`src/design/gbr_pkg.sv`:
```
// Shared types and constants for the gain grid bilinear resampler.
// Used by every module of the block but gbr_ram; depends on nothing.
package gbr_pkg;

    // Index widths: up to 64 entries per axis and 4096 addresses
    localparam int unsigned IDX_W  = 6;
    localparam int unsigned ADDR_W = 12;

    // Weight of one full step in the 16-bit fraction
    localparam logic [16:0] FRAC_ONE = 17'h10000;

    // Request codes
    localparam logic REQ_LOAD   = 1'b0;
    localparam logic REQ_SAMPLE = 1'b1;

    // Configuration register indexes (byte address = 4 * index)
    localparam logic [2:0] REG_X_START = 3'd0;
    localparam logic [2:0] REG_X_STEP  = 3'd1;
    localparam logic [2:0] REG_Y_START = 3'd2;
    localparam logic [2:0] REG_Y_STEP  = 3'd3;
    localparam logic [2:0] REG_FLIP_H  = 3'd4;
    localparam logic [2:0] REG_FLIP_V  = 3'd5;

    typedef struct packed {
        logic        req_type;
        logic [7:0]  entry_index;
        logic [15:0] entry_value;
        logic [3:0]  out_col;
        logic [3:0]  out_row;
    } t_in_item;

    typedef struct packed {
        logic [15:0] sample_value;
        logic [7:0]  sample_index;
    } t_out_item;

    typedef struct packed {
        logic [23:0] x_start;
        logic [20:0] x_step;
        logic [23:0] y_start;
        logic [20:0] y_step;
        logic        flip_horizontal;
        logic        flip_vertical;
    } t_cfg;

    // One classified command between front and back
    typedef struct packed {
        logic              is_load;
        logic [ADDR_W-1:0] addr_a;   // load address, or (row lo, col lo)
        logic [ADDR_W-1:0] addr_b;   // (row lo, col hi)
        logic [ADDR_W-1:0] addr_c;   // (row hi, col lo)
        logic [ADDR_W-1:0] addr_d;   // (row hi, col hi)
        logic [15:0]       value;
        logic [15:0]       frac_x;
        logic [15:0]       frac_y;
        logic [7:0]        sample_index;
    } t_cmd;

    // Back end sequencer
    typedef enum logic [1:0] {
        BK_IDLE,
        BK_RD1,
        BK_RD2,
        BK_RD3
    } t_bk_state;

    // Which neighbor a read returns
    typedef enum logic [1:0] {
        TAP_A,
        TAP_B,
        TAP_C,
        TAP_D
    } t_tap;

endpackage

```
`src/design/gbr_queue.sv`:
```
// Two-entry command queue between the front and the back end.
// Depends on gbr_pkg for the command type.
module gbr_queue (
    input  logic          i_clk,
    input  logic          i_rst_n,
    input  logic          i_push,
    input  gbr_pkg::t_cmd i_cmd,
    output logic          o_full,
    input  logic          i_pop,
    output logic          o_valid,
    output gbr_pkg::t_cmd o_cmd
);
    import gbr_pkg::*;

    t_cmd       r_slot [2];
    logic       r_wp, n_wp;
    logic       r_rp, n_rp;
    logic [1:0] r_cnt, n_cnt;

    assign o_full  = (r_cnt == 2'd2);
    assign o_valid = (r_cnt != 2'd0);
    assign o_cmd   = r_slot[r_rp];

    // pointer and fill update
    always_comb begin
        n_wp  = r_wp ^ i_push;
        n_rp  = r_rp ^ i_pop;
        n_cnt = r_cnt + {1'b0, i_push} - {1'b0, i_pop};
    end

    always_ff @(posedge i_clk) begin
        if (!i_rst_n) begin
            r_wp  <= 1'b0;
            r_rp  <= 1'b0;
            r_cnt <= 2'd0;
        end else begin
            r_wp  <= n_wp;
            r_rp  <= n_rp;
            r_cnt <= n_cnt;
        end
    end

    always_ff @(posedge i_clk) begin
        if (i_push) begin
            r_slot[r_wp] <= i_cmd;
        end
    end

endmodule

```
`config.mk`:
```
export PLATFORM = sky130hd
export DESIGN_NAME = gbr_queue
export DESIGN_NICKNAME = d
export VERILOG_FILES = /design/src/design/gbr_pkg.sv /design/src/design/gbr_queue.sv
export SDC_FILE = /design/constraint.sdc
export NUM_CORES = 1
export LEC_CHECK = 0
export BUFFER_PORTS_ARGS = -buffer_cell sky130_fd_sc_hd__buf_2
export CELL_PAD_IN_SITES_DETAIL_PLACEMENT = 1
export CELL_PAD_IN_SITES_GLOBAL_PLACEMENT = 2
export CORE_AREA = 2 2 135 163
export DETAILED_ROUTE_END_ITERATION = 6
export DIE_AREA = 0 0 137 165
export PLACE_DENSITY = 0.78
export SLEW_MARGIN = 20
export SYNTH_ARGS = -nofsm -noshare
export SYNTH_HDL_FRONTEND = slang
export SYNTH_SLANG_ARGS = --single-unit
```
`constraint.sdc`:
```
create_clock -name i_clk -period 3.75 [get_ports i_clk]
set_clock_uncertainty 0.05 [all_clocks]
set_input_delay 0.375 -clock i_clk [delete_from_list [all_inputs] [get_ports i_clk]]
set_output_delay 0.375 -clock i_clk [all_outputs]
set_load 0.05 [all_outputs]
```
# After elaboration in Yosys (flattened, before gate mapping)
# Memory sizes are Yosys's and may differ from the RTL's. A register that Yosys moved wholly into a read port is not among the register bits.
# Cells that the tools add are included.
[totals]
register_bits = 4
inputBits = 109
mem_count = 1
latch_bits = 0
ramBits = 210
wordCells = 13
output_inout_bits = 107
rom_bits = 0
[classes]
n_div = 0
reduce_logical = 1
eq_ne = 1
n_bitwise = 2
muxes = 3
magnitude_cmp = 0
shifts = 0
mul = 0
add_sub_neg = 2
[memory_table]
columns = ["name", "words", "width", "read_ports", "rd_ports_with_merged_regs", "wr", "line", "source"]
rows = [
  ["r_slot", 2, 105, 1, 1, 1, "gbr_queue.sv:15", "t_cmd r_slot [2];"],
]
[ops]
columns = ["cell", "count"]
rows = [
  ["2-to-1 mux 1 bit", 3],
  ["adder 2 x 1 -> 2 bit", 1],
  ["== test 2 bit, second input constant", 1],
  ["nonzero test 2 bit", 1],
  ["subtractor 2 x 1 -> 2 bit", 1],
  ["XOR 1 bit", 2],
]

# Longest topological paths before layout
[logic_depth]
word_depth = 2
depth_mapped = 6
ltp_nobuf = 6

# Worst setup path before layout
# Ideal clock, no wire load.
[synth_timing]
path_kind = "input -> register"
start = "input port i_push"
end = "memory r_slot[0][0] (netlist bit), enable pin"
t_arrival_ps = 2856
stages = 1
setup_ps = 476
path_buffers = 0
required_time_ps = 3224
path_slack_ps = 368
path_cell_list = "ha_1"
[synth_between]
elab_chain_len = 2
[synth_lines]
columns = ["element", "line", "source"]
rows = [
  ["from (decl)", "gbr_queue.sv:6", "input logic i_push,"],
  ["2-to-1 mux 1 bit", "gbr_queue.sv:44", "if (i_push) begin"],
  ["2-to-1 mux 1 bit (not written as such)", "gbr_queue.sv:45", "r_slot[r_wp] <= i_cmd;"],
  ["to (decl)", "gbr_queue.sv:15", ""],
]
# Every way passes these cells.

==> results.md <==
* Global placer's final weighted congestion at 0.738
* Gr usage total at 13.5%
* Synth Flop Type: edfxtp_1
* Post-synth ARST share at 0%
* DRC violations left at 0
* Synth unique cells at 15
* Fin. Hold Viols at 0
* Top cells by area, synth: edfxtp_1 (78%), mux2_4 (9.3%), mux2_2 (7.7%)
* Synthesized Nets at 461
* RSZ-0062 raised after global routing: no
* CP max stage delay at 650 ps
* First drt pass iteration count at 4
* Post-Place Worst Slack at 1590 ps
* Post-CTS Resized at 0
* Synth Instances at 348
* Crit end category: primary output
* Layout cells sized above 1 at 60.2%
* Iteration-0 DRC Markers at 167
* Mapped Area at 8060 um2
* Clock root buffer: clkbuf_16
* Die height at 165 um
* Max-cap violations at 0
* Slew Limit Fails at 0
* Antenna violations before repair at 1
* Area delta synth->final at 24.8%
* Post-synth top area cell: edfxtp_1
* Via count at 4,019
* Class of the worst hold path: in -> reg
* CTS tree: built
* Post-DRT Antenna Nets at 0
* Seq/Total Area, Yosys at 79.4%
* Clk buf depth at 3
* Power per cell area at 577 nW/um2
* Vias/cell at 4.63
* Nets at 695
* Post-CTS Setup Bufs at 0
* Crit Path Max Fanout at 25
* Total wire length at 15.7 mm
* Core area at 20,900 um2
* Port Buf Inserts at 215
* # hold bufs at CTS at 0
* H-tree depth at 1
* Status: complete, no violations
* DIE WIDTH at 137 um
* Worst Slack Setup Final at 1190 ps
* Post-DP HPWL at 10.7 mm
* #FFs+latches synth at 215
* Post-synth EDFFs at 210
* Slew margin rel. at 52.1%
* CTS clk-pin slew, worst paths at 60 ps
* Setup TNS at 0 ps
* Largest net degree at the start of global routing at 49
* Row Count at 58
* Min cycle time layout at 2560 ps
* Yosys warns at 0
* Crit path DAT at 2140 ps
* Mean post-synth cell area at 23.2 um2
* Max Clk Rate at 390 MHz
* Fin crit share at 68.4%
* Top cells by count, synth: edfxtp_1 (210), mux2_2 (55), mux2_4 (50)
* Max VDD drop at 0.378 mV
* Worst Path Buf+Inv at 2
* First-pass GRT wire length at 23.4 mm
* Worst-Skew Late Latency at 480 ps
* CP cell instances: buf_4 > mux2_2 > buf_2
* Initial core utilization at 38.6%
* Worst Path Class, Setup: reg -> out
* GR Overflow Total at 0
* Yosys top cell area share at 78.2%
* Slowest cell on crit path: dfxtp_4
* DIE AREA at 22,600 um2
* Ports at 216
* DR WL/cell at 18.0 um
* Final setup fails at 0
* Delay-heaviest family, CP: flip-flops
* Most frequent cell after synthesis: edfxtp_1
* Vias in the first global route at 4,419
* CP Launch Type: flop
* Lkg Pwr at 0.00386 uW
* CTS Sinks at 215
* Req. time, crit path at 3320 ps
* CTS buffer count at 21
* Worst slew pin tran at 719 ps
==> cells by family (layout without fill, tap and decap cells) <==
| group | after synthesis | after routing | share of synthesized area, % |
|---|---|---|---|
| XOR/XNOR | 2 | 2 | 0.388 |
| flip-flops | 215 | 215 | 79.4 |
| buffers and inverters | 15 | 262 | 2.02 |
| adder cells (fa/ha/maj) | 4 | 4 | 0.621 |
| other | 0 | 3 | 0 |
| multiplexers | 105 | 105 | 17.0 |
| AND/OR/NAND/NOR | 7 | 7 | 0.543 |
==> flip-flops by register name (all words and copies together) (netlist names), named ones only <==
name,cells
r_slot,210
r_cnt,2
r_rp,1
r_wp,1
==> cell type report <==
type,count,area (um2)
diodes,3,7.51
clock buffers,24,537
clock inverters,12,81.3
fillers,2022,10800
inverters,3,11.3
multi-input cells,118,1520
flip-flops and latches,215,6410
well taps,270,338
repair buffers,223,1160
==> path summary, 6_finish.rpt <==
check                           startpoint             to  slack (ps)  cells past startpoint
worst max register to register        r_wp  r_slot[1][27]        1870                      2
worst min-delay path              i_cmd[3]   r_slot[1][3]          30                      1
worst max-delay path                  flop      o_cmd[36]        1190                      3
worst min register to register        r_rp           flop         540                      2
==> metrics by stage <==
step	utilization (%)	cells	total power [uW]	cell area, um2	hold slack (ps)
finish	48.2	868	5810	10100	25.8
global route	48.1	865	6020	10100	6.52
CTS	48.1	865	5890	10100	2.18
detailed placement	45.2	829	3960	9440	516
global placement	45.2	829	3930	9440	511
floorplan	-	348	3710	8060	424
==> metal layers <==
layer,vias up,routed length (um),track usage (%)
li1,1851,-,-
met4,0,396,4.59
met2,143,8220,23.9
met1,1994,5940,16.0
met5,-,0,0
met3,31,1100,3.56
==> layout by cell type, fill, tap and decap left out <==
cell type,synthesis,layout
ha_4,0,2
edfxtp_1,210,210
clkinv_2,0,2
buf_2,5,215
dfxtp_1,5,4
nor2b_1,3,3
clkbuf_1,0,3
inv_1,3,3
xnor3_1,1,1
mux2_2,55,55
and2_1,3,3
ha_1,4,2
diode_2,0,3
xor2_1,1,1
clkbuf_16,0,21
buf_12,5,2
mux2_4,50,50
or2_2,1,1
clkinvlp_4,0,2
dfxtp_4,0,1
buf_4,0,6
bufinv_16,0,1
clkinv_1,0,7
==> report_power, final <==
group          total [uW]  switching, uW  internal, uW
registers            2860           51.3          2810
logic                1030            710           321
clock network        1920            828          1090
No activity file was read; power rests on OpenSTA's default activity.
