$ cat src/design/gbr_pkg.sv
// Shared types and constants for the gain grid bilinear resampler.
// Used by every module of the block but gbr_ram; depends on nothing.
package gbr_pkg;

    // Index widths: up to 64 entries per axis and 4096 addresses
    localparam int unsigned IDX_W  = 6;
    localparam int unsigned ADDR_W = 12;

    // Weight of one full step in the 16-bit fraction
    localparam logic [16:0] FRAC_ONE = 17'h10000;

    // Request codes
    localparam logic REQ_LOAD   = 1'b0;
    localparam logic REQ_SAMPLE = 1'b1;

    // Configuration register indexes (byte address = 4 * index)
    localparam logic [2:0] REG_X_START = 3'd0;
    localparam logic [2:0] REG_X_STEP  = 3'd1;
    localparam logic [2:0] REG_Y_START = 3'd2;
    localparam logic [2:0] REG_Y_STEP  = 3'd3;
    localparam logic [2:0] REG_FLIP_H  = 3'd4;
    localparam logic [2:0] REG_FLIP_V  = 3'd5;

    typedef struct packed {
        logic        req_type;
        logic [7:0]  entry_index;
        logic [15:0] entry_value;
        logic [3:0]  out_col;
        logic [3:0]  out_row;
    } t_in_item;

    typedef struct packed {
        logic [15:0] sample_value;
        logic [7:0]  sample_index;
    } t_out_item;

    typedef struct packed {
        logic [23:0] x_start;
        logic [20:0] x_step;
        logic [23:0] y_start;
        logic [20:0] y_step;
        logic        flip_horizontal;
        logic        flip_vertical;
    } t_cfg;

    // One classified command between front and back
    typedef struct packed {
        logic              is_load;
        logic [ADDR_W-1:0] addr_a;   // load address, or (row lo, col lo)
        logic [ADDR_W-1:0] addr_b;   // (row lo, col hi)
        logic [ADDR_W-1:0] addr_c;   // (row hi, col lo)
        logic [ADDR_W-1:0] addr_d;   // (row hi, col hi)
        logic [15:0]       value;
        logic [15:0]       frac_x;
        logic [15:0]       frac_y;
        logic [7:0]        sample_index;
    } t_cmd;

    // Back end sequencer
    typedef enum logic [1:0] {
        BK_IDLE,
        BK_RD1,
        BK_RD2,
        BK_RD3
    } t_bk_state;

    // Which neighbor a read returns
    typedef enum logic [1:0] {
        TAP_A,
        TAP_B,
        TAP_C,
        TAP_D
    } t_tap;

endpackage

$ cat src/design/gbr_front.sv
// Front end: accepts items, forms sample positions, clamps and mirrors the
// neighbor indices and hands classified commands to the queue. Uses gbr_pkg.
module gbr_front #(
    parameter int unsigned GRID_WIDTH  = 16,
    parameter int unsigned GRID_HEIGHT = 12
) (
    input  logic              i_clk,
    input  logic              i_rst_n,
    input  gbr_pkg::t_cfg     i_cfg,
    input  logic              i_in_valid,
    output logic              o_in_stall,
    input  gbr_pkg::t_in_item i_in_data,
    output logic              o_push,
    output gbr_pkg::t_cmd     o_cmd,
    input  logic              i_q_full
);
    import gbr_pkg::*;

    localparam int unsigned CELLS = GRID_WIDTH * GRID_HEIGHT;
    localparam logic signed [11:0] X_LIM = 12'(GRID_WIDTH - 1);
    localparam logic signed [11:0] Y_LIM = 12'(GRID_HEIGHT - 1);

    // clamp a signed table index into 0..lim
    function automatic logic [IDX_W-1:0] clamp_idx(input logic signed [11:0] v,
                                                   input logic signed [11:0] lim);
        logic [IDX_W-1:0] res;
        if (v < 12'sd0) begin
            res = '0;
        end else if (v > lim) begin
            res = lim[IDX_W-1:0];
        end else begin
            res = v[IDX_W-1:0];
        end
        return res;
    endfunction

    // stage A: positions in signed Q11.16
    logic               r_a_valid;
    t_in_item           r_a_item;
    logic signed [26:0] r_a_x;
    logic signed [26:0] r_a_y;
    logic               a_load;
    logic               consume;
    logic               drop;
    logic               in_accept;
    logic [24:0]        x_prod;
    logic [24:0]        y_prod;
    logic [26:0]        x_pos;
    logic [26:0]        y_pos;

    assign x_prod = 25'(i_in_data.out_col) * 25'(i_cfg.x_step);
    assign y_prod = 25'(i_in_data.out_row) * 25'(i_cfg.y_step);
    assign x_pos  = {{3{i_cfg.x_start[23]}}, i_cfg.x_start} + {2'b00, x_prod};
    assign y_pos  = {{3{i_cfg.y_start[23]}}, i_cfg.y_start} + {2'b00, y_prod};

    // stage A advances when empty or when its item leaves
    assign a_load     = (r_a_item.req_type == REQ_LOAD);
    assign drop       = a_load && ({5'd0, r_a_item.entry_index} >= 13'(CELLS));
    assign consume    = r_a_valid && (drop || !i_q_full);
    assign o_in_stall = r_a_valid && !consume;
    assign in_accept  = i_in_valid && !o_in_stall;

    always_ff @(posedge i_clk) begin
        if (!i_rst_n) begin
            r_a_valid <= 1'b0;
        end else if (in_accept) begin
            r_a_valid <= 1'b1;
        end else if (consume) begin
            r_a_valid <= 1'b0;
        end
    end

    always_ff @(posedge i_clk) begin
        if (in_accept) begin
            r_a_item <= i_in_data;
            r_a_x    <= $signed(x_pos);
            r_a_y    <= $signed(y_pos);
        end
    end

    // stage B: neighbors, mirroring and addresses
    logic signed [11:0] x_fl, y_fl;
    logic [IDX_W-1:0]   xl, xh, yl, yh;
    logic [IDX_W-1:0]   xl_c, xh_c, yl_c, yh_c;
    logic [ADDR_W-1:0]  cell_idx;

    assign x_fl = {r_a_x[26], r_a_x[26:16]};
    assign y_fl = {r_a_y[26], r_a_y[26:16]};

    always_comb begin
        xl_c = clamp_idx(x_fl, X_LIM);
        xh_c = clamp_idx(x_fl + 12'sd1, X_LIM);
        yl_c = clamp_idx(y_fl, Y_LIM);
        yh_c = clamp_idx(y_fl + 12'sd1, Y_LIM);
        if (i_cfg.flip_horizontal) begin
            xl = X_LIM[IDX_W-1:0] - xl_c;
            xh = X_LIM[IDX_W-1:0] - xh_c;
        end else begin
            xl = xl_c;
            xh = xh_c;
        end
        if (i_cfg.flip_vertical) begin
            yl = Y_LIM[IDX_W-1:0] - yl_c;
            yh = Y_LIM[IDX_W-1:0] - yh_c;
        end else begin
            yl = yl_c;
            yh = yh_c;
        end
    end

    assign cell_idx = ADDR_W'(r_a_item.out_row) * ADDR_W'(GRID_WIDTH)
                    + ADDR_W'(r_a_item.out_col);

    // command build
    always_comb begin
        o_cmd.is_load      = a_load;
        o_cmd.value        = r_a_item.entry_value;
        o_cmd.frac_x       = r_a_x[15:0];
        o_cmd.frac_y       = r_a_y[15:0];
        o_cmd.sample_index = cell_idx[7:0];
        o_cmd.addr_b = ADDR_W'(yl) * ADDR_W'(GRID_WIDTH) + ADDR_W'(xh);
        o_cmd.addr_c = ADDR_W'(yh) * ADDR_W'(GRID_WIDTH) + ADDR_W'(xl);
        o_cmd.addr_d = ADDR_W'(yh) * ADDR_W'(GRID_WIDTH) + ADDR_W'(xh);
        if (a_load) begin
            o_cmd.addr_a = ADDR_W'(r_a_item.entry_index);
        end else begin
            o_cmd.addr_a = ADDR_W'(yl) * ADDR_W'(GRID_WIDTH) + ADDR_W'(xl);
        end
    end

    assign o_push = r_a_valid && !drop && !i_q_full;

endmodule

$ cat config.mk
export PLATFORM = sky130hd
export DESIGN_NAME = gbr_front
export DESIGN_NICKNAME = d
export VERILOG_FILES = /design/src/design/gbr_pkg.sv /design/src/design/gbr_front.sv
export SDC_FILE = /design/constraint.sdc
export NUM_CORES = 1
export LEC_CHECK = 0
export ABC_AREA = 1
export ABC_CLOCK_PERIOD_IN_PS = 5850
export BUFFER_PORTS_ARGS = -buffer_cell sky130_fd_sc_hd__buf_2
export CAP_MARGIN = 40
export CORE_MARGIN = 5
export CORE_UTILIZATION = 35
export CTS_CLUSTER_DIAMETER = 60
export DETAILED_ROUTE_END_ITERATION = 10
export GPL_ROUTABILITY_DRIVEN = 0
export PLACE_DENSITY = 0.65
export SLEW_MARGIN = 10
export SYNTH_ARGS = -nofsm -noshare
export SYNTH_HDL_FRONTEND = slang
export SYNTH_SLANG_ARGS = --single-unit
export TNS_END_PERCENT = 10
$ cat constraint.sdc
create_clock -name i_clk -period 5.85 [get_ports i_clk]
set_input_delay 1.17 -clock i_clk [delete_from_list [all_inputs] [get_ports i_clk]]
set_output_delay 1.17 -clock i_clk [all_outputs]
set_load 0.05 [all_outputs]
# Word-level counts from Yosys, hierarchy flattened
# Index checks and enable logic that the tools add are counted.
# op_classes
addsub	13
n_mul	2
magnitude_cmp	9
mux	15
n_bitwise	1
n_reduce_logical	12
# ops
operator	count
$mux 6	12
$add 24x26->27	2
$mul 4x21->25	2
$add 10x6->11	4
$add 11x2->12 const B	2
$gt 12x5->1 const B	2
$lt 12x1->1 const B	2
$sub 4x6->6 const A	4
$gt 11x5->1 const B	2
$lt 11x1->1 const B	2
$mux 11	1
$add 8x4->8	1
$ge 8x8->1 const B	1
$logic_and 1x1->1	6
$logic_not 1->1	4
$mux 1	2
$reduce_bool 2->1	1
$logic_or 1x1->1	1
$not 1->1	1
# totals
reg_bits	88
in_bits	129
output_inout_bits	107
word_cells	60

# Logic depth before layout (Yosys ltp)
# Gate-level depths: netlist (run 1).
# logic_depth
depth_word	9
mapped_depth	27
ltp_nobuf	26

# Worst setup path before layout (run 1)
# No wires, ideal clock.
# synth_path
kind	in2reg
from	input port i_in_data[3] in the netlist's numbering
to	register r_a_y[22], data pin
setup_time_ps	258
arrival_time_ps	5248
required_time_ps	5592
setup_slack_ps	344
path_stages	24
path_buffers	1
cell_sequence	clkbuf_1 -> nand2_1 -> fa_1 -> inv_1 -> fa_1 -> inv_1 -> fa_1 -> inv_1 -> nand3_1 -> nand2_1 -> a21boi_2 -> o21bai_1 -> a21oi_1 -> o211ai_1 -> nand2_1 -> ha_1 -> nand2_1 -> inv_1 -> nand2_1 -> nor3_1 -> nand4_1 -> nand3_1 -> a21oi_1 -> xnor2_1
# synth_between
elab_chain_len	2
# synth_lines
element	line	text
start, declared	gbr_front.sv:12	input gbr_pkg::t_in_item i_in_data,
$mul 4x21->25	gbr_front.sv:52	assign y_prod = 25'(i_in_data.out_row) * 25'(i_cfg.y_step);
$add 24x26->27	gbr_front.sv:54	assign y_pos = {{3{i_cfg.y_start[23]}}, i_cfg.y_start} + {2'b00, y_prod};
net y_pos[22]	gbr_front.sv:49	logic [26:0] y_pos;
end signal, assigned	gbr_front.sv:77	r_a_y <= $signed(y_pos);
end, declared	gbr_front.sv:41	logic signed [26:0] r_a_y;
# The timed path passes the listed nets, and every way through them passes these cells.
# A chain may end at the register's enable or synchronous reset.

# Final worst setup path (run 1)
# layout_path
from	input port i_in_data[7] in the netlist's numbering
to	register r_a_x[24], data pin
# layout_between
elab_chain_len	2
# layout_lines
element	line	text
$mul 4x21->25	gbr_front.sv:51	assign x_prod = 25'(i_in_data.out_col) * 25'(i_cfg.x_step);
$add 24x26->27	gbr_front.sv:53	assign x_pos = {{3{i_cfg.x_start[23]}}, i_cfg.x_start} + {2'b00, x_prod};
net x_pos[24]	gbr_front.sv:48	logic [26:0] x_pos;
end signal, assigned	gbr_front.sv:76	r_a_x <= $signed(x_pos);
end, declared	gbr_front.sv:40	logic signed [26:0] r_a_x;
# The timed path passes the listed nets, and every way through them passes these cells.

==> results of run 1 <==
cells in the mapped netlist, types with 2 or more instances:
cell type	count
fa_1	82
buf_4	69
o2111ai_1	2
nor2_2	4
a21oi_1	110
inv_2	2
nor4_1	5
clkbuf_1	18
a21boi_0	2
nor2_1	100
a21o_1	9
nor3_1	17
conb_1	2
a211oi_1	3
nand3_1	62
xnor2_1	38
or2_2	6
and2_1	2
nand2_1	427
o21ai_1	3
ha_1	130
xor2_1	74
nand2_2	2
nand3_2	2
o31ai_1	3
o211ai_1	3
o21ai_0	70
edfxtp_1	87
a221oi_1	3
inv_1	383
nand4_1	21
a31oi_1	15
o21bai_1	10
worst max-delay path by stage:
stage	to	slack (ns)	cells after the start
after detailed placement	r_a_y[22]	-0.21	24
final	r_a_x[24]	0.35	24
after global routing	r_a_x[22]	-0.02	26
after CTS	r_a_y[22]	0.19	24
after global placement	r_a_y[22]	-0.08	24
after floorplan	r_a_y[22]	0.34	24
sequential cells by signal, summed over array words and instances, names as in the netlist:
signal / flops
r_a_item: 17
r_a_x: 27
o_cmd: 16
r_a_y: 27
r_a_valid: 1
worst max-delay path: cells and delay by family:
| family | cells | cell delay (ns) |
|---|---|---|
| compound gates | 6 | 1.06 |
| xor+xnor | 2 | 0.25 |
| fa+ha+maj | 4 | 1.72 |
| buf+inv | 6 | 0.59 |
| simple gates | 6 | 0.83 |
cells by family (layout without fill, tap and decap cells):
kind of cell	after synthesis	in the layout
AND/OR/NAND/NOR	652	652
buffers and inverters	472	658
AO/OA/AOI/OAI	236	236
adder cells (fa/ha/maj)	212	212
XOR/XNOR	112	112
flip-flops	88	88
other	2	23
what timing repair did:
action | in CTS | in global routing
buffers inserted | 0 | 0
endpoints found under the setup margin | 0 | 11
resized for setup | 0 | 6
cell type report:
cell class / count / area share [%]
clock inverter: 6 / 0.492
timing repair buffer: 257 / 9.65
tap: 468 / 3.97
sequential: 88 / 17.9
multi-input combinational: 1232 / 56.6
inverter: 385 / 9.81
clock buffer: 10 / 1.55
antenna: 3 / 0.0509
where the power goes:
group          switching, uW  internal, uW
registers                109          1020
clock network            307           340
logic                   2700          1300
placed cells by master (no fill, tap or decap), types with 3 or more instances in the layout:
master and instances:
nand2_1 427, inv_1 382, buf_2 221, ha_1 130, a21oi_1 110, nor2_1 100
edfxtp_1 87, fa_1 82, xor2_1 74, o21ai_0 70, nand3_1 62, xnor2_1 38
buf_4 31, nand4_1 21, conb_1 20, a31oi_1 15, nor3_1 15, o21bai_1 10
a21o_1 9, clkbuf_16 9, or2_2 6, nor2_2 4, diode_2 3, o21ai_1 3
o31ai_1 3, nor4_1 3, a221oi_1 3, o211ai_1 3, a211oi_1 3, inv_6 3
per-stage QoR:
stage,power (uW),setup slack [ns],utilization (%)
global route,6300,-0.0159,40.3
detailed placement,5080,-0.210,39.4
finish,5770,0.346,40.3
CTS,5750,0.189,40.3
floorplan,4220,0.344,-
global placement,5030,-0.0772,39.4
layer usage:
layer,routed length [um],track usage (%),vias up
met4,779,5.02,12
met3,2430,3.75,53
met1,16000,22.6,5294
met2,14500,26.0,372
li1,-,-,5891
met5,69,0,-
==> flow_summary.json, run 1 <==
{
  "worstRegToRegCells": 6,
  "clockBufferDepth": 2,
  "grt_overflow": 0,
  "synth_top_area_share_pct": 20.2,
  "arrival_ns": 5.63,
  "async_reset_ff_share_pct": 0,
  "drc_errors": 0,
  "antenna_found_initial": 9,
  "drive_gt1_share_pct": 15.0,
  "synth_top_area_cell": "edfxtp_1",
  "r2r_slack_ns": 3.49,
  "grt_first_pass_wirelength_mm": 56.1,
  "cp_cell_sequence": "buf_2, buf_12, nand2_1, inv_1, fa_1, inv_1, fa_1, inv_1, ha_1, a21oi_1, inv_1, a21oi_1, o21ai_0, a21oi_1, o21ai_0, xor2_1, ha_1, nand2_1, nor4_2, o21ai_0, nand3_1, nand2_1, nand2_1, xor2_1",
  "slew_headroom_pct": 0.236,
  "setup_violations": 0,
  "hold_depth": 2,
  "status": "finished, final reports clean",
  "cts.sinks": 88,
  "crit_type": "in2reg",
  "ant_nets": 0,
  "syn_area_um2": 12900,
  "critPathMaxStageDelay_ns": 0.54,
  "p_per_area_nw_per_um2": 391,
  "rr_startpoint": "r_a_item[32]",
  "start_util_pct": 35.4,
  "ys_seq_elements": 88,
  "portBuffers": 223,
  "placed_area_um2": 14400,
  "leakage_uw": 0.00835,
  "crit_start": "i_in_data[7]",
  "holdWs_ns": 0.564,
  "die_w_um": 202,
  "min_path_type": "reg2reg",
  "root_buffer": "clkbuf_16",
  "grt_pass1_vias": 11637,
  "slowest_stage": "fa_1",
  "synth_top_family_by_area": "adder cells",
  "wl_per_cell_um": 13.8,
  "critPathLaunchType": "input pin",
  "hpwl_mm": 29.1,
  "wirelength_mm": 33.8,
  "regArea_um2": 2630,
  "synth-xor-area-share_pct": 7.60,
  "dr.pass1.iters": 5,
  "cts_tree": "done",
  "cp.required_ns": 5.97,
  "die_height_um": 202,
  "netlist_instances": 1774,
  "htree_levels": 3,
  "grt_usage_pct": 16.5,
  "synth_seq_area_share_pct": 20.4,
  "yosys.area_share.simple_pct": 20.8,
  "cts_buffers": 9,
  "yosysWarnings": 0,
  "synth_fa_ha_area_share_pct": 25.3,
  "via_count": 11622,
  "synthTopCellsByArea": "edfxtp_1 20%, fa_1 13%, ha_1 13%, nand2_1 12%, inv_1 11%",
  "grt_max_degree": 41,
  "vias_per_cell": 4.75,
  "min_to": "r_a_valid",
  "post-route-period-util_pct": 94.1,
  "fillers": 3823,
  "hold_buffers": 0,
  "ios": 236,
  "ir_drop_v": 0.000240,
  "period_needed_ns": 5.50,
  "fmax_ghz": 0.182,
  "holdCritStartpoint": "r_a_valid",
  "die_area_um2": 40800,
  "synthFlopType": "edfxtp_1",
  "area_growth_pct": 14.1,
  "final_cells": 2449,
  "tightest_slew_ns": 1.49,
  "core_um2": 36500,
  "end_kind": "flip-flop",
  "clock_latency_ns": 0.38,
  "max_cap_viol_count": 0,
  "avgSynthCellArea_um2": 7.28,
  "report.final.slew_viol_count": 0,
  "multiInputGateArea_um2": 8340,
  "rsz0062_at_grt": "true",
  "dp_cells": 2430,
  "synth-edff-count": 87,
  "fin_area_um2": 14700,
  "synth_mux_area_share_pct": 0,
  "rr_endpoint": "r_a_item[24]",
  "ys_types": 41,
  "path_clk_slew_ns": 0.07,
  "rows": 70,
  "synth-compound-area-share_pct": 10.1,
  "tns_ns": 0,
  "finClkSkew_ns": 0.0168,
  "hold_viol_final": 0,
  "nets": 2314,
  "drt_iter0_markers": 719,
  "critPathMaxFanout": 12
}
Power figures use the tool's default switching activity.
==> run 2, diff against run 1 <==
ABC_CLOCK_PERIOD_IN_PS = 5400   (was 5850)
PLACE_DENSITY = 0.63   (was 0.65)
clock period = 5.4 ns   (was 5.85 ns; I/O delays follow)
==> run 2 against run 1 <==
Compared with the run above:
- the run now ends with max-slew violations left
- sequential power grew 8%
- critical path type unchanged
- clock power shrank 1%
- die area is the same
- critical path depth shrank 1
- via count grew 4.8%
==> flow_summary.json, run 2 (synthesized netlist as in run 1, its figures left out) <==
{
  "cp_cell_sequence": "buf_2, buf_4, nand2_1, inv_1, fa_1, inv_1, fa_1, inv_1, ha_1, buf_4, nand2_1, o21ai_0, a21oi_1, nand3_1, a21oi_1, xor2_1, ha_1, nand2_1, nor2_2, nand2_1, or2_2, nand3_1, xor2_1",
  "rows": 70,
  "end_kind": "flip-flop",
  "drive_gt1_share_pct": 24.5,
  "crit_type": "in2reg",
  "p_switching_uw": 3600,
  "drt_iter0_markers": 570,
  "crit_start": "i_in_data[3]",
  "dp_cells": 2603,
  "grt_overflow": 0,
  "fin_area_um2": 16300,
  "worstRegToRegCells": 6,
  "rsz0062_at_grt": "true",
  "critPathMaxStageDelay_ns": 0.54,
  "via_count": 12179,
  "start_util_pct": 35.4,
  "crit_top_cell": "nand2_1",
  "setup_violations": 0,
  "nets": 2492,
  "status": "finished with violations",
  "r2r_slack_ns": 2.59,
  "grt_usage_pct": 17.2,
  "ios": 236,
  "max_cap_viol_count": 0,
  "portBuffers": 223,
  "slew_headroom_pct": -0.536,
  "tightest_slew_ns": 1.50,
  "grt_first_pass_wirelength_mm": 58.2,
  "grt_pass1_vias": 12095,
  "clock_latency_ns": 0.38,
  "worst_slack_ns": 0.208,
  "cts_tree": "done",
  "final_cell_mix": "422 x nand2_1, 382 x inv_1, 221 x buf_2, 209 x buf_4, 127 x ha_1",
  "holdCritStartpoint": "r_a_valid",
  "pre_cts_slack_ns": -0.355,
  "vias_per_cell": 4.64,
  "cp.required_ns": 5.52,
  "die_w_um": 202,
  "core_um2": 36500,
  "postLayoutCoreUtil_pct": 44.6,
  "wirelength_mm": 35.7,
  "path_buf_inv": 6,
  "leakage_uw": 0.00925,
  "critPathMaxFanout": 10,
  "pwr-share-seq_pct": 17.0,
  "cts.sinks": 88,
  "die_area_um2": 40800,
  "ant_nets": 0,
  "slowest_stage": "fa_1",
  "cts_buffers": 9,
  "root_buffer": "clkbuf_16",
  "largest_registers": "r_a_x: 27 flops, r_a_y: 27 flops, r_a_item: 17 flops",
  "area_growth_pct": 26.2,
  "hold_viol_final": 0,
  "fmax_ghz": 0.193,
  "drc_errors": 0,
  "min_path_type": "reg2reg",
  "htree_levels": 3,
  "final_cells": 2625,
  "wl_per_cell_um": 13.6,
  "cp_top_family": "adder cells",
  "final_common_cell": "nand2_1",
  "hold_buffers": 0,
  "hpwl_mm": 30.7,
  "switching_share_pct": 50.6,
  "period_needed_ns": 5.19,
  "arrival_ns": 5.31,
  "path_clk_slew_ns": 0.07,
  "hold_depth": 2,
  "p_clk_share_pct": 9.0,
  "die_height_um": 202,
  "placed_area_um2": 15700,
  "p_per_area_nw_per_um2": 437,
  "holdWs_ns": 0.559,
  "violations": "max-slew violations",
  "rr_startpoint": "r_a_item[32]",
  "ir_drop_v": 0.000242,
  "combPwrFrac_pct": 74.0,
  "dr.pass1.iters": 5,
  "report.final.slew_viol_count": 1,
  "antenna_found_initial": 11,
  "rr_endpoint": "o_cmd[44]",
  "post-route-period-util_pct": 96.2,
  "critPathLaunchType": "input pin",
  "finClkSkew_ns": 0.0136,
  "clockBufferDepth": 2,
  "grt_max_degree": 52,
  "min_to": "r_a_valid",
  "internal_power_uw": 3520
}
[run 2: cell types whose count changed in the layout (fill, tap and decap cells not counted), sizes merged]
cell,before,now
buf,255,433
clkinv,2,4
diode,3,1
inv,388,386
bufinv,1,0
clkinvlp,0,1
[run 2: layout make-up]
cell class / instances / area [um2]
Multi-Input combinational cell: 1232 / 8600
Timing Repair Buffer: 435 / 2750
Sequential cell: 88 / 2630
Fill cell: 3628 / 20200
Inverter: 385 / 1450
Clock buffer: 10 / 229
Clock inverter: 6 / 55.1
Antenna cell: 1 / 2.50
Tap cell: 468 / 586
[run 2: worst max-delay path by stage]
stage,to,slack [ns],depth (start not counted)
2_1_floorplan,r_a_y[22],0.02,24
3_5_place_dp,r_a_x[18],-0.35,25
3_3_place_gp,r_a_x[22],-0.36,25
4_1_cts,r_a_x[22],0.05,26
6_report,r_a_y[26],0.21,23
5_1_grt,r_a_x[25],-0.06,26
[run 2: through the flow]
stage / total power, uW / TNS [ns]
finish: 7110 / 0
detailed placement: 6270 / -4.19
CTS: 6950 / 0
global route: 7760 / -0.369
global placement: 6200 / -2.64
floorplan: 4570 / 0
[run 2: power by group through the flow]
stage / sequential (uW) / clock (uW) / combinational (uW)
floorplan: 1190 / 0 / 3370
global placement: 1230 / 0 / 4980
detailed placement: 1230 / 0 / 5040
CTS: 1220 / 673 / 5060
global route: 1240 / 696 / 5820
finish: 1210 / 640 / 5260
[run 2: routing by layer]
layer	vias to the layer above	routed length (um)	share of wire, %	global-route usage, %
met1	5524	16700	47	23.1
met2	334	15800	44	27.7
met3	62	2190	6.1	3.79
li1	6241	-	-	-
met4	18	858	2.4	5.53
met5	-	103	0.29	0
[run 2: worst register-to-register path, stage by stage, from the launching register on]
cell      delay, ns
edfxtp_1       0.57
inv_1          0.40
nand3_1        0.16
nand3_1        0.13
nand2_1        0.11
inv_4          0.52
buf_4          0.56
[run 2: repair_timing]
action | in CTS | in global routing
setup endpoints to repair | 0 | 23
buffers inserted | 0 | 5
gates resized for setup | 0 | 77
endpoints found under the hold margin | 0 | 0
==> run 3, diff against run 2 <==
CTS_BUF_LIST = sky130_fd_sc_hd__clkbuf_16   (was default)
==> run 3 against run 2 <==
Compared with the run above:
- largest power group unchanged
- power about the same
- register-to-register slack is essentially flat
- critical path depth stayed put
- combinational power hardly changed
- largest cell class unchanged
- core utilization is the same
- flip-flop and latch count did not move
- critical endpoint unchanged
- highest routed layer unchanged
- via count about the same
- the flow still finishes with violations (max-slew violations)
- maximum frequency is essentially flat
- die area stayed put
==> flow_summary.json, run 3 (synthesized netlist as in run 1, its figures left out) <==
{
  "status": "finished with violations",
  "violations": "max-slew violations",
  "tns_ns": 0,
  "placed_area_um2": 15700,
  "grt_overflow": 0,
  "wirelength_mm": 35.7,
  "fin_area_um2": 16300,
  "max_cap_viol_count": 0,
  "holdWs_ns": 0.559,
  "antenna_found_initial": 11,
  "drive_gt1_share_pct": 24.5,
  "area_growth_pct": 26.2,
  "slew_headroom_pct": -0.536,
  "cts.sinks": 88,
  "grt_pass1_vias": 12095,
  "grt_usage_pct": 17.2,
  "hold_viol_final": 0,
  "drc_errors": 0,
  "vias_per_cell": 4.64,
  "setup_violations": 0,
  "critPathLaunchType": "input pin",
  "htree_levels": 3,
  "leakage_uw": 0.00925,
  "hpwl_mm": 30.7,
  "cp.required_ns": 5.52,
  "portBuffers": 223,
  "critPathMaxFanout": 10,
  "hold_buffers": 0,
  "largest_registers": "r_a_x: 27 flops, r_a_y: 27 flops, r_a_item: 17 flops",
  "end_kind": "flip-flop",
  "worst_slack_ns": 0.206,
  "grt_max_degree": 52,
  "core_um2": 36500,
  "final_common_cell": "nand2_1",
  "min_path_type": "reg2reg",
  "die_area_um2": 40800,
  "holdCritStartpoint": "r_a_valid",
  "rows": 70,
  "rsz0062_at_grt": "true",
  "via_count": 12187,
  "post-route-period-util_pct": 96.2,
  "fmax_ghz": 0.193,
  "fillers": 3628,
  "root_buffer": "clkbuf_16",
  "rr_startpoint": "r_a_item[32]",
  "ios": 236,
  "crit_type": "in2reg",
  "finClkSkew_ns": 0.0136,
  "nets": 2492,
  "cp_cell_sequence": "buf_2, buf_4, nand2_1, inv_1, fa_1, inv_1, fa_1, inv_1, ha_1, buf_4, nand2_1, o21ai_0, a21oi_1, nand3_1, a21oi_1, xor2_1, ha_1, nand2_1, nor2_2, nand2_1, or2_2, nand3_1, xor2_1",
  "cts_buffers": 9,
  "critPathMaxStageDelay_ns": 0.54,
  "die_w_um": 202,
  "p_per_area_nw_per_um2": 437,
  "clock_latency_ns": 0.38,
  "cts_tree": "done",
  "crit_top_cell": "nand2_1",
  "ir_drop_v": 0.000242,
  "drt_iter0_markers": 570,
  "period_needed_ns": 5.19,
  "slowest_stage": "fa_1",
  "start_util_pct": 35.4,
  "pre_cts_slack_ns": -0.355,
  "ant_nets": 0,
  "dr.pass1.iters": 5,
  "grt_first_pass_wirelength_mm": 58.2,
  "crit_start": "i_in_data[3]",
  "clockBufferDepth": 2,
  "report.final.slew_viol_count": 1,
  "arrival_ns": 5.32,
  "dp_cells": 2603,
  "final_cells": 2625,
  "tightest_slew_ns": 1.50,
  "die_height_um": 202,
  "wl_per_cell_um": 13.6,
  "path_clk_slew_ns": 0.07,
  "final_cell_mix": "422 x nand2_1, 383 x inv_1, 221 x buf_2, 209 x buf_4, 127 x ha_1"
}
==> run 3: worst max-delay path, delay by kind of cell <==
| family | cells | cell delay [ns] |
|---|---|---|
| adder cells (fa/ha/maj) | 4 | 1.76 |
| AND/OR/NAND/NOR | 8 | 1.05 |
| buffers and inverters | 6 | 0.67 |
| AO/OA/AOI/OAI | 3 | 0.56 |
| XOR/XNOR | 2 | 0.18 |
==> run 3: repair_timing <==
| item | CTS | global route |
|---|---|---|
| setup endpoints to repair | 0 | 23 |
| buffers inserted | 0 | 5 |
| endpoints found under the hold margin | 0 | 0 |
| gates resized for setup | 0 | 77 |
==> run 3: cell type report <==
class	instances	area, um2	area share, %
multi-input cells	1232	8600	52.7
repair buffers	435	2750	16.9
flip-flops and latches	88	2630	16.2
inverters	385	1450	8.88
well taps	468	586	3.59
clock buffers	9	225	1.38
clock inverters	7	58.8	0.361
diodes	1	2.50	0.0154
==> run 3: path summary, 6_finish.rpt <==
path                                   to  slack, ns  depth (start not counted)
worst min-delay path            r_a_valid       0.56                          2
worst max register to register  o_cmd[44]       2.59                          6
worst max-delay path            r_a_y[26]       0.21                         23
worst min register to register  r_a_valid       0.56                          2
==> run 3: power breakdown <==
part	switching, uW	internal [uW]	leakage [uW]
registers	111	1100	0.000852
logic	3170	2100	0.00826
clock network	322	317	0.000140
==> run 3: per-stage QoR <==
stage                     total power (uW)  utilization (%)
after floorplan                       4570                -
after global routing                  7750             44.6
after global placement                6200             43.0
final                                 7110             44.6
after detailed placement              6270             43.0
after CTS                             6950             43.7
==> run 3: metal layers <==
layer,GRT usage (%),share of wire (%),vias up
li1,-,-,6241
met1,23.1,47,5530
met2,27.7,44,336
met3,3.79,6.1,62
met4,5.53,2.4,18
met5,0,0.29,-
